==> config.mk <==
export PLATFORM = sky130hd
export DESIGN_NAME = sliding_window_sender
export DESIGN_NICKNAME = d
export VERILOG_FILES = /design/src/hw/rtl/swsend_pkg.sv /design/src/hw/rtl/swsend_csr.sv /design/src/hw/rtl/swsend_ctrl.sv /design/src/hw/rtl/swsend_dp.sv /design/src/hw/rtl/sliding_window_sender.sv
export SDC_FILE = /design/constraint.sdc
export NUM_CORES = 1
export LEC_CHECK = 0
export BUFFER_PORTS_ARGS = -buffer_cell sky130_fd_sc_hd__buf_2
export CAP_MARGIN = 40
export CORE_ASPECT_RATIO = 0.6
export CORE_UTILIZATION = 60
export CTS_CLUSTER_SIZE = 8
export DETAILED_ROUTE_END_ITERATION = 10
export PLACE_DENSITY = 0.92
export SYNTH_ARGS = -nofsm -noshare
export SYNTH_HDL_FRONTEND = slang
export SYNTH_SLANG_ARGS = --single-unit
==> constraint.sdc <==
create_clock -name clock -period 9 [get_ports clock]
set_clock_uncertainty 0.2 [all_clocks]
set_input_delay 1.35 -clock clock [delete_from_list [all_inputs] [get_ports clock]]
set_output_delay 1.35 -clock clock [all_outputs]
set_load 0.005 [all_outputs]
==> src/hw/rtl/swsend_pkg.sv <==
// ----------------------------------------------------------------------------
// swsend_pkg
// Shared types and constants of the sliding window sender.
// ----------------------------------------------------------------------------
package swsend_pkg;

   // request kinds
   localparam logic [1:0] REQ_ACK     = 2'd0;
   localparam logic [1:0] REQ_SEND    = 2'd1;
   localparam logic [1:0] REQ_ADVANCE = 2'd2;

   // register map, selected by paddr[2]
   localparam logic REG_ADV_WIN  = 1'b0;
   localparam logic REG_CONG_WIN = 1'b1;

   localparam int          ADDR_W        = 3;
   localparam int          WIN_W         = 6;
   localparam logic [5:0]  ADV_WIN_RST   = 6'd20;
   localparam logic [5:0]  CONG_WIN_RST  = 6'd1;
   localparam logic [5:0]  MAX_WINDOW    = 6'd63;
   localparam int          RESULT_LIMIT  = 64;
   localparam int          CNT_W         = $clog2(RESULT_LIMIT);
   localparam logic [30:0] PRODUCED_MAX  = 31'h7FFF_FFFF;
   localparam logic [15:0] DUP_MAX       = 16'hFFFF;

   typedef enum logic [1:0] {
      ST_IDLE,
      ST_UPDATE,
      ST_SEND
   } state_type;

   typedef struct packed {
      logic capture;  // latch the request fields
      logic update;   // apply the request to the window state
      logic emit;     // produce one result this cycle
      logic last;     // the result produced is the final one
   } dp_cmd_type;

   typedef struct packed {
      logic can_send; // next_seq may go out now
      logic more;     // next_seq + 1 may go out after it
   } dp_sts_type;

endpackage

==> src/hw/rtl/swsend_csr.sv <==
// ----------------------------------------------------------------------------
// swsend_csr
// Window configuration registers behind the APB-style port.
// ----------------------------------------------------------------------------
module swsend_csr (
   input  logic                           clock,
   input  logic                           reset,
   input  logic                           psel,
   input  logic                           penable,
   input  logic                           pwrite,
   input  logic [swsend_pkg::ADDR_W-1:0]  paddr,
   input  logic [31:0]                    pwdata,
   output logic [31:0]                    prdata,
   output logic [swsend_pkg::WIN_W-1:0]   adv_win,
   output logic [swsend_pkg::WIN_W-1:0]   cong_win
);
   import swsend_pkg::*;

   logic [WIN_W-1:0] adv_win_ff, adv_win_in;
   logic [WIN_W-1:0] cong_win_ff, cong_win_in;
   logic             wr_en;

   assign wr_en = psel & penable & pwrite;

   always_comb begin
      adv_win_in  = adv_win_ff;
      cong_win_in = cong_win_ff;
      if (wr_en) begin
         case (paddr[2])
            REG_ADV_WIN:  adv_win_in  = pwdata[WIN_W-1:0];
            REG_CONG_WIN: cong_win_in = pwdata[WIN_W-1:0];
            default:      ;
         endcase
      end
   end

   always_ff @(posedge clock) begin
      if (reset) begin
         adv_win_ff  <= ADV_WIN_RST;
         cong_win_ff <= CONG_WIN_RST;
      end else begin
         adv_win_ff  <= adv_win_in;
         cong_win_ff <= cong_win_in;
      end
   end

   always_comb begin
      case (paddr[2])
         REG_ADV_WIN:  prdata = {{(32-WIN_W){1'b0}}, adv_win_ff};
         REG_CONG_WIN: prdata = {{(32-WIN_W){1'b0}}, cong_win_ff};
         default:      prdata = '0;
      endcase
   end

   assign adv_win  = adv_win_ff;
   assign cong_win = cong_win_ff;

endmodule

==> src/hw/rtl/swsend_ctrl.sv <==
// ----------------------------------------------------------------------------
// swsend_ctrl
// Sequencer: capture an item, update the window state, then emit results.
// ----------------------------------------------------------------------------
module swsend_ctrl (
   input  logic                   clock,
   input  logic                   reset,
   input  logic                   start,
   output logic                   busy,
   input  swsend_pkg::dp_sts_type sts,
   output swsend_pkg::dp_cmd_type cmd
);
   import swsend_pkg::*;

   state_type state_ff, state_in;
   logic      final_rsp;

   always_ff @(posedge clock) begin
      if (reset) begin
         state_ff <= ST_IDLE;
      end else begin
         state_ff <= state_in;
      end
   end

   always_comb begin
      state_in  = state_ff;
      cmd       = '0;
      busy      = 1'b1;
      final_rsp = ~sts.can_send | ~sts.more;
      case (state_ff)
         ST_IDLE: begin
            busy = 1'b0;
            if (start) begin
               cmd.capture = 1'b1;
               state_in    = ST_UPDATE;
            end
         end
         ST_UPDATE: begin
            cmd.update = 1'b1;
            state_in   = ST_SEND;
         end
         ST_SEND: begin
            cmd.emit = 1'b1;
            cmd.last = final_rsp;
            if (final_rsp) begin
               // the burst ends here, so the next item may enter now
               busy = 1'b0;
               if (start) begin
                  cmd.capture = 1'b1;
                  state_in    = ST_UPDATE;
               end else begin
                  state_in = ST_IDLE;
               end
            end
         end
         default: begin
            state_in = ST_IDLE;
         end
      endcase
   end

endmodule

==> src/hw/rtl/swsend_dp.sv <==
// ----------------------------------------------------------------------------
// swsend_dp
// Window state, send test and registered result outputs.
// ----------------------------------------------------------------------------
module swsend_dp (
   input  logic                           clock,
   input  logic                           reset,
   input  swsend_pkg::dp_cmd_type         cmd,
   output swsend_pkg::dp_sts_type         sts,
   input  logic [1:0]                     req_type,
   input  logic [30:0]                    req_ack_seqno,
   input  logic [15:0]                    req_advance_count,
   input  logic [swsend_pkg::WIN_W-1:0]   adv_win,
   input  logic [swsend_pkg::WIN_W-1:0]   cong_win,
   output logic                           rsp_valid,
   output logic                           rsp_sent,
   output logic [30:0]                    rsp_tx_seqno,
   output logic                           rsp_last,
   output logic [15:0]                    rsp_dup_acks,
   output logic signed [31:0]             rsp_highest_sent
);
   import swsend_pkg::*;

   localparam logic [CNT_W-1:0] CNT_LAST = CNT_W'(RESULT_LIMIT - 1);

   // captured item
   logic [1:0]  type_ff;
   logic [30:0] ack_ff;
   logic [15:0] adv_ff;

   // window state
   logic [31:0]        next_ff, next_in;
   logic signed [31:0] ha_ff, ha_in;
   logic [30:0]        prod_ff, prod_in;
   logic signed [31:0] ms_ff, ms_in;
   logic [15:0]        dup_ff, dup_in;
   logic [CNT_W-1:0]   cnt_ff, cnt_in;

   // result registers
   logic               valid_ff;
   logic               sent_ff;
   logic [30:0]        seq_ff;
   logic               last_ff;
   logic [15:0]        dupo_ff;
   logic signed [31:0] hs_ff;

   logic [WIN_W-1:0]   win_min, win;
   logic signed [32:0] limit, next_ext, next_p1, prod_ext;
   logic signed [31:0] ack_ext;
   logic [31:0]        ack_p1;
   logic [31:0]        prod_sum;
   logic               can_send, more;

   // effective window and send test, plus a one-ahead test for the last flag
   assign win_min  = (cong_win < adv_win) ? cong_win : adv_win;
   assign win      = (win_min > MAX_WINDOW) ? MAX_WINDOW : win_min;
   assign limit    = $signed({ha_ff[31], ha_ff}) + $signed({{(33-WIN_W){1'b0}}, win});
   assign next_ext = $signed({1'b0, next_ff});
   assign next_p1  = next_ext + 33'sd1;
   assign prod_ext = $signed({2'b00, prod_ff});
   assign can_send = (next_ext <= limit) && (next_ext < prod_ext);
   assign more     = (cnt_ff != CNT_LAST) && (next_p1 <= limit) && (next_p1 < prod_ext);

   assign sts.can_send = can_send;
   assign sts.more     = more;

   assign ack_ext  = $signed({1'b0, ack_ff});
   assign ack_p1   = {1'b0, ack_ff} + 32'd1;
   assign prod_sum = {1'b0, prod_ff} + {16'd0, adv_ff};

   always_comb begin
      next_in = next_ff;
      ha_in   = ha_ff;
      prod_in = prod_ff;
      ms_in   = ms_ff;
      dup_in  = dup_ff;
      cnt_in  = cnt_ff;
      if (cmd.update) begin
         cnt_in = '0;
         case (type_ff)
            REQ_ACK: begin
               if (ack_ext == ha_ff) begin
                  if (dup_ff != DUP_MAX) begin
                     dup_in = dup_ff + 16'd1;
                  end
               end else if (ack_ext > ha_ff) begin
                  ha_in = ack_ext;
                  if (next_ff < ack_p1) begin
                     next_in = ack_p1;
                  end
               end
            end
            REQ_ADVANCE: begin
               prod_in = (prod_sum > {1'b0, PRODUCED_MAX}) ? PRODUCED_MAX : prod_sum[30:0];
            end
            default: ;
         endcase
      end
      if (cmd.emit && can_send) begin
         next_in = next_ff + 32'd1;
         cnt_in  = cnt_ff + 1'b1;
         if ($signed(next_ff) > ms_ff) begin
            ms_in = $signed(next_ff);
         end
      end
   end

   always_ff @(posedge clock) begin
      if (cmd.capture) begin
         type_ff <= req_type;
         ack_ff  <= req_ack_seqno;
         adv_ff  <= req_advance_count;
      end
   end

   always_ff @(posedge clock) begin
      if (reset) begin
         next_ff  <= '0;
         ha_ff    <= '1;
         prod_ff  <= '0;
         ms_ff    <= '1;
         dup_ff   <= '0;
         cnt_ff   <= '0;
         valid_ff <= 1'b0;
      end else begin
         next_ff  <= next_in;
         ha_ff    <= ha_in;
         prod_ff  <= prod_in;
         ms_ff    <= ms_in;
         dup_ff   <= dup_in;
         cnt_ff   <= cnt_in;
         valid_ff <= cmd.emit;
      end
   end

   always_ff @(posedge clock) begin
      if (cmd.emit) begin
         sent_ff <= can_send;
         seq_ff  <= can_send ? next_ff[30:0] : 31'd0;
         last_ff <= cmd.last;
         dupo_ff <= dup_ff;
         hs_ff   <= ms_in;
      end
   end

   assign rsp_valid        = valid_ff;
   assign rsp_sent         = sent_ff;
   assign rsp_tx_seqno     = seq_ff;
   assign rsp_last         = last_ff;
   assign rsp_dup_acks     = dupo_ff;
   assign rsp_highest_sent = hs_ff;

endmodule

==> src/hw/rtl/sliding_window_sender.sv <==
// ----------------------------------------------------------------------------
// sliding_window_sender
// Window-limited sender: acks, send requests and produced-data advances.
// ----------------------------------------------------------------------------
// Flow: an item accepted in the idle state is captured, updates the window state
//   in the next cycle, and its results are registered onto the rsp_ ports.
// Each item causes 1 to 64 results, emitted one per cycle by the sequencer after
//   its state update; the next item can enter in the cycle of the final result.
// Results are strobed by rsp_valid for one cycle each; the receiver cannot stall.
// Reset (synchronous): windows return to 20 and 1, next_seq 0, produced 0,
//   dup count 0, highest ack and highest sent to -1, sequencer to idle.
// ----------------------------------------------------------------------------
module sliding_window_sender (
   input  logic                          clock,
   input  logic                          reset,
   // request channel
   input  logic                          start,
   output logic                          busy,
   input  logic [1:0]                    req_type,
   input  logic [30:0]                   req_ack_seqno,
   input  logic [15:0]                   req_advance_count,
   // result channel
   output logic                          rsp_valid,
   output logic                          rsp_sent,
   output logic [30:0]                   rsp_tx_seqno,
   output logic                          rsp_last,
   output logic [15:0]                   rsp_dup_acks,
   output logic signed [31:0]            rsp_highest_sent,
   // configuration
   input  logic                          psel,
   input  logic                          penable,
   input  logic                          pwrite,
   input  logic [swsend_pkg::ADDR_W-1:0] paddr,
   input  logic [31:0]                   pwdata,
   output logic [31:0]                   prdata,
   output logic                          pready
);
   import swsend_pkg::*;

   logic [WIN_W-1:0] adv_win;
   logic [WIN_W-1:0] cong_win;
   dp_cmd_type       cmd;
   dp_sts_type       sts;

   // register writes complete in the access cycle, no wait states
   assign pready = 1'b1;

   swsend_csr u_csr (
      .clock    (clock),
      .reset    (reset),
      .psel     (psel),
      .penable  (penable),
      .pwrite   (pwrite),
      .paddr    (paddr),
      .pwdata   (pwdata),
      .prdata   (prdata),
      .adv_win  (adv_win),
      .cong_win (cong_win)
   );

   // sequencer: idle -> update -> send (one result per cycle) -> idle;
   // the next item can enter in the cycle of the final send
   swsend_ctrl u_ctrl (
      .clock (clock),
      .reset (reset),
      .start (start),
      .busy  (busy),
      .sts   (sts),
      .cmd   (cmd)
   );

   // datapath: window state, send test with one-ahead look for the last
   // flag, and the registered result outputs
   swsend_dp u_dp (
      .clock             (clock),
      .reset             (reset),
      .cmd               (cmd),
      .sts               (sts),
      .req_type          (req_type),
      .req_ack_seqno     (req_ack_seqno),
      .req_advance_count (req_advance_count),
      .adv_win           (adv_win),
      .cong_win          (cong_win),
      .rsp_valid         (rsp_valid),
      .rsp_sent          (rsp_sent),
      .rsp_tx_seqno      (rsp_tx_seqno),
      .rsp_last          (rsp_last),
      .rsp_dup_acks      (rsp_dup_acks),
      .rsp_highest_sent  (rsp_highest_sent)
   );

endmodule

# [Word-level counts from Yosys, hierarchy flattened]
# Cells that the tools add are included.
# Widths: inputs -> output; s select.
[word_totals] in_bits=90 output_inout_bits=116 wordCells=93 regBits=294
[op_classes] mux=25 eq_ne=9 bitwise_logic=7 n_lt_le_gt_ge=10 reduce_logical=17 add_sub_neg=7
[ops] operator="$mux 32" n=8
[ops] operator="$le 33x33->1" n=2
[ops] operator="$gt 32x32->1" n=2
[ops] operator="$pmux 32 s2" n=1
[ops] operator="$add 32x1->33 const B" n=1
[ops] operator="$add 32x7->33" n=1
[ops] operator="$lt 33x32->1" n=1
[ops] operator="$add 31x1->32 const B" n=1
[ops] operator="$add 31x16->32" n=1
[ops] operator="$add 32x1->32 const B" n=1
[ops] operator="$eq 32x32->1" n=1
[ops] operator="$gt 32x31->1 const B" n=1
[ops] operator="$lt 32x31->1" n=1
[ops] operator="$lt 32x32->1" n=1
[ops] operator="$mux 31" n=1
[ops] operator="$mux 6" n=4
[ops] operator="$add 16x1->16 const B" n=1
[ops] operator="$ne 16x16->1 const B" n=1
[ops] operator="$reduce_and 2->1" n=4
[ops] operator="$reduce_and 4->1" n=2
[ops] operator="$reduce_bool 2->1" n=4
[ops] operator="$add 6x1->6 const B" n=1
[ops] operator="$gt 6x6->1 const B" n=1
[ops] operator="$lt 6x6->1" n=1
[ops] operator="other kinds (15)" n=32

# [Depth between registers and ports, before layout]
[depth] ltp_word=14 depth_mapped=31

# [Cells and area by module]
# Synthesis repeated with hierarchy kept, for this count alone.
[hier_totals] cells_unflattened=2134 area_unflattened_um2=19995.4
[by_module_without_submodules] mod="swsend_dp" instances=1 area_each_um2=19043.3 cells_per_inst=2033
[by_module_without_submodules] mod="swsend_csr" instances=1 area_each_um2=813.3 cells_per_inst=86
[by_module_without_submodules] mod="swsend_ctrl" instances=1 area_each_um2=127.6 cells_per_inst=13
[by_module_without_submodules] mod="sliding_window_sender" instances=1 area_each_um2=11.3 cells_per_inst=2

# [Worst setup path after synthesis]
# No wires, ideal clock.
[synth_timing] kind="register -> register" from="register u_csr.adv_win_ff[1], in the netlist u_csr.adv_win[1]" to="register u_dp.ack_ff[0], enable pin" stages_incl_launch_ff=30 synth_period_minus_slack_ns=8.359 setup_slack_ns=0.641 t_arrival_ns=7.687 n_path_buf=0 path_cell_list="dfxtp_1 -> inv_1 -> ha_1 -> a21o_1 -> a21oi_1 -> nor2b_1 -> o21ai_0 -> nand2b_1 -> a21oi_1 -> mux2_2 -> ha_1 -> inv_1 -> fa_1 -> nor2b_1 -> o21ai_0 -> a21oi_1 -> nor2_1 -> nor2_1 -> nand4_1 -> xnor2_1 -> ha_1 -> nand4_1 -> or3_1 -> a31o_2 -> a31oi_1 -> a311oi_2 -> nand3_1 -> inv_1 -> and3_1 -> a21oi_1"
[synth_lines] item="start, declared" line_no="swsend_csr.sv:19" source="logic [WIN_W-1:0] adv_win_ff, adv_win_in;"
[synth_lines] item="start signal, assigned" line_no="swsend_csr.sv:42" source="adv_win_ff <= adv_win_in;"
[synth_lines] item="end signal, assigned" line_no="swsend_dp.sv:111" source="ack_ff <= req_ack_seqno;"
[synth_lines] item="end, declared" line_no="swsend_dp.sv:28" source="logic [30:0] ack_ff;"

# [Final worst setup path]
[layout_timing] from="register u_csr.adv_win_ff[1], in the netlist u_csr.adv_win[1]" to="output busy"
[layout_between] elab_chain_cells=12 word_cells_on_any_way=15
[layout_lines] item="$lt 6x6->1" line_no="swsend_dp.sv:55" source="assign win_min = (cong_win < adv_win) ? cong_win : adv_win;"
[layout_lines] item="$mux 6 (*)" line_no="swsend_dp.sv:55"
[layout_lines] item="$gt 6x6->1" line_no="swsend_dp.sv:56" source="assign win = (win_min > MAX_WINDOW) ? MAX_WINDOW : win_min;"
[layout_lines] item="$mux 6 (*)" line_no="swsend_dp.sv:56"
[layout_lines] item="$add 32x7->33 (*)" line_no="swsend_dp.sv:57" source="assign limit = $signed({ha_ff[31], ha_ff}) + $signed({{(33-WIN_W){1'b0}}, win});"
[layout_lines] item="$le 33x33->1" line_no="swsend_dp.sv:62" source="assign more = (cnt_ff != CNT_LAST) && (next_p1 <= limit) && (next_p1 < prod_ext);"
[layout_lines] item="$logic_and 1x1->1 (2 in a row)" line_no="swsend_dp.sv:62"
[layout_lines] item="$not 1->1" line_no="swsend_ctrl.sv:30" source="final_rsp = ~sts.can_send | ~sts.more;"
[layout_lines] item="$or 1x1->1 (*)" line_no="swsend_ctrl.sv:30"
[layout_lines] item="$mux 1 (*)" line_no="swsend_ctrl.sv:46" source="if (final_rsp) begin"
[layout_lines] item="$pmux 1 s2 (*)" line_no="swsend_ctrl.sv:31" source="case (state_ff)"
[layout_lines] item="end, declared" line_no="sliding_window_sender.sv:18" source="output logic busy,"
# Every way passes the cells marked *; elsewhere a longest branch is shown, timed or not.

==> impl_metrics.json <==
{
  "die_area_sq_mm": 0.0329,
  "cts_tree": "done",
  "period_share_pct": 95.3,
  "antenna_found_initial": 0,
  "fin_nets": 2557,
  "cts_buffers": 42,
  "async_flop_share_pct": 0,
  "hold_depth": 0,
  "fill_cells": 2401,
  "routed_wirelength_um": 57900,
  "cts_root_buf": "clkbuf_16",
  "syn_to_final_growth_pct": 11.8,
  "drc": 0,
  "yosysSeqAreaShare_pct": 37.2,
  "slew_viol_final": 0,
  "grt_pass1_vias": 16200,
  "grt_pass1_wl_um": 88900,
  "finalSetupViolCount": 0,
  "layout_commonest_cell": "ha_1",
  "synth_edf_count": 130,
  "reg2reg_setup_slack_ps": 1600,
  "cts_hold_buf": 0,
  "grt_max_degree": 75,
  "syn_inst": 2083,
  "hold_violations": 0,
  "path_buf_inv": 6,
  "r2r_cells": 29,
  "cp_slowest_stage_delay_ps": 430,
  "layout_min_cycle_time_ps": 8580,
  "worstMarginPinSlew_ps": 1010,
  "fmax_mhz": 117,
  "drive_above_1_share_pct": 11.5,
  "postPlaceCellArea_sq_mm": 0.0203,
  "place_inst": 2584,
  "arrival_ps": 7030,
  "die_h_um": 141,
  "max-slew-margin-rel_pct": 31.9,
  "min_to": "u_dp.rsp_dup_acks[11]",
  "rsz0062_at_grt": "no",
  "clock_path_buffers": 3,
  "worstHoldPathType": "flop to flop",
  "crit_path_max_fanout": 11,
  "die_x_um": 234,
  "gp_congestion": 1.02,
  "r2r-end": "u_dp.rsp_highest_sent[3]",
  "crit_slowest_cell": "nor4bb_2",
  "regToRegStartpoint": "u_csr.adv_win[1]",
  "worstSetupStartpoint": "u_csr.adv_win[1]",
  "grt_util_all_layers_pct": 34.6,
  "clkLatencyLatePin_ps": 560,
  "fin_area_sq_mm": 0.0216,
  "powerDensity_mw_per_mm2": 172,
  "wl_per_cell_um": 21.8,
  "endpoint_kind": "output port",
  "required_ps": 7450,
  "clk_pin_slew_worst_paths_ps": 50,
  "yosysWarnings": 0,
  "ios": 206,
  "critPathKind": "flop to output port",
  "cp.depth": 32,
  "grt_overflow": 0,
  "start_util_pct": 61.5,
  "portBuffers": 150,
  "route.vias.total": 17400,
  "cap_violations": 0,
  "leakagePower_nw": 9.50,
  "htreeDepth": 2,
  "tns_ps": 0,
  "synth.distinct_cells": 82,
  "cts_sinks": 294,
  "synth_seq_cells": 294,
  "rows": 50,
  "syn_area_per_cell_sq_um": 9.27,
  "drtIter0Drc": 2367,
  "crit_family": "simple AND/OR/NAND/NOR gates",
  "worstHoldStart": "u_dp.dup_ff[11]",
  "antenna_cells": 0,
  "cp-start-kind": "flop",
  "fin_cells": 2660,
  "ir_drop_uv": 154,
  "yosys_most_used_dff": "dfxtp_1",
  "core_area_sq_mm": 0.0314,
  "hpwl_um": 42300,
  "via_per_inst": 6.53,
  "status": "finished clean",
  "mostFrequentLayoutCells": "ha_1, nand2_1, dfxtp_1",
  "dr.pass1.iters": 8,
  "postRouteAntennaNets": 0,
  "syn_area_sq_mm": 0.0193
}
[metrics by stage]
| step | hold slack (ps) | worst slack, ps | power [mW] | util, % |
|---|---|---|---|---|
| 4_1_cts | 286 | 192 | 3.66 | 68.5 |
| 6_report | 288 | 420 | 3.70 | 68.7 |
| 5_1_grt | 288 | 17.3 | 3.83 | 68.7 |
| 3_5_place_dp | 259 | 811 | 2.18 | 64.6 |
| 3_3_place_gp | 260 | 1030 | 2.14 | 64.6 |
| 2_1_floorplan | 242 | 641 | 1.97 | - |
[worst max-delay path by stage]
stage	end
floorplan	u_dp.ack_ff[0]
global placement	busy
detailed placement	busy
CTS	busy
global route	busy
finish	busy
[synth_stat cells, drive strengths merged, types with 41 or more instances]
cell / number / area (sq um)
xor2: 50 / 445
xnor2: 75 / 657
ha: 251 / 3140
nand3: 82 / 420
clkbuf: 65 / 244
nor2: 133 / 499
buf: 41 / 275
nand4: 70 / 444
a21oi: 136 / 681
nand2: 187 / 702
inv: 134 / 503
edfxtp: 130 / 3900
dfxtp: 164 / 3280
o21ai: 108 / 541
[logic make-up after synthesis]
kind of cell             share of synthesized area (%)
AND/OR/NAND/NOR                                   17.3
AO/OA/AOI/OAI                                     15.8
buffers and inverters                             5.32
adder cells (fa/ha/maj)                           16.5
multiplexers                                      2.18
flip-flops                                        37.2
other                                           0.0389
XOR/XNOR                                          5.71
[state kept, by name (all words and copies together), names as in the netlist]
signal,count
u_csr.cong_win,6
u_dp.ha_ff,32
u_csr.adv_win,6
u_dp.type_ff,2
u_dp.dup_ff,16
u_dp.adv_ff,16
u_dp.rsp_sent,1
u_dp.rsp_last,1
u_dp.rsp_tx_seqno,31
u_dp.next_ff,32
u_dp.rsp_valid,1
u_dp.ack_ff,31
u_dp.rsp_highest_sent,32
u_dp.prod_ff,31
u_dp.rsp_dup_acks,16
u_dp.ms_ff,32
u_dp.cnt_ff,6
u_ctrl.state_ff,2
[layer usage]
| layer | vias to the layer above | wire length (um) | track usage, % |
|---|---|---|---|
| li1 | 7904 | - | - |
| met1 | 8141 | 24500 | 51.3 |
| met2 | 1175 | 23800 | 49.7 |
| met3 | 151 | 7950 | 8.17 |
| met4 | 0 | 1680 | 10.2 |
| met5 | - | 0 | 0 |
[worst register-to-register path: cells and delay by family (launching register included)]
family          cells  cell delay [ps]
compound gates     12             2510
simple gates        8             1240
buf+inv             3              860
mux                 2              800
fa+ha+maj           3              790
xor+xnor            1              390
flops               1              360
[area by class of cell]
cell class                 instances  area, sq um  area share (%)
clock buffer                      72         1190            5.54
clock inverter                     2         28.8           0.133
inverter                         135          509            2.36
multi-input combinational       1573        11300            52.1
sequential                       294         7190            33.3
tap                              416          520            2.41
timing repair buffer             168          892            4.13
[where the power goes]
part | internal, mW | switching, mW
logic | 0.255 | 0.449
clock network | 0.897 | 0.600
registers | 1.45 | 0.0545
total | 2.60 | 1.10
[timing repair]
item	CTS	global route
endpoints found under the setup margin	0	1
resized for setup	0	7
buffers inserted	0	2
Note: power is estimated with default switching activity, not from simulation.
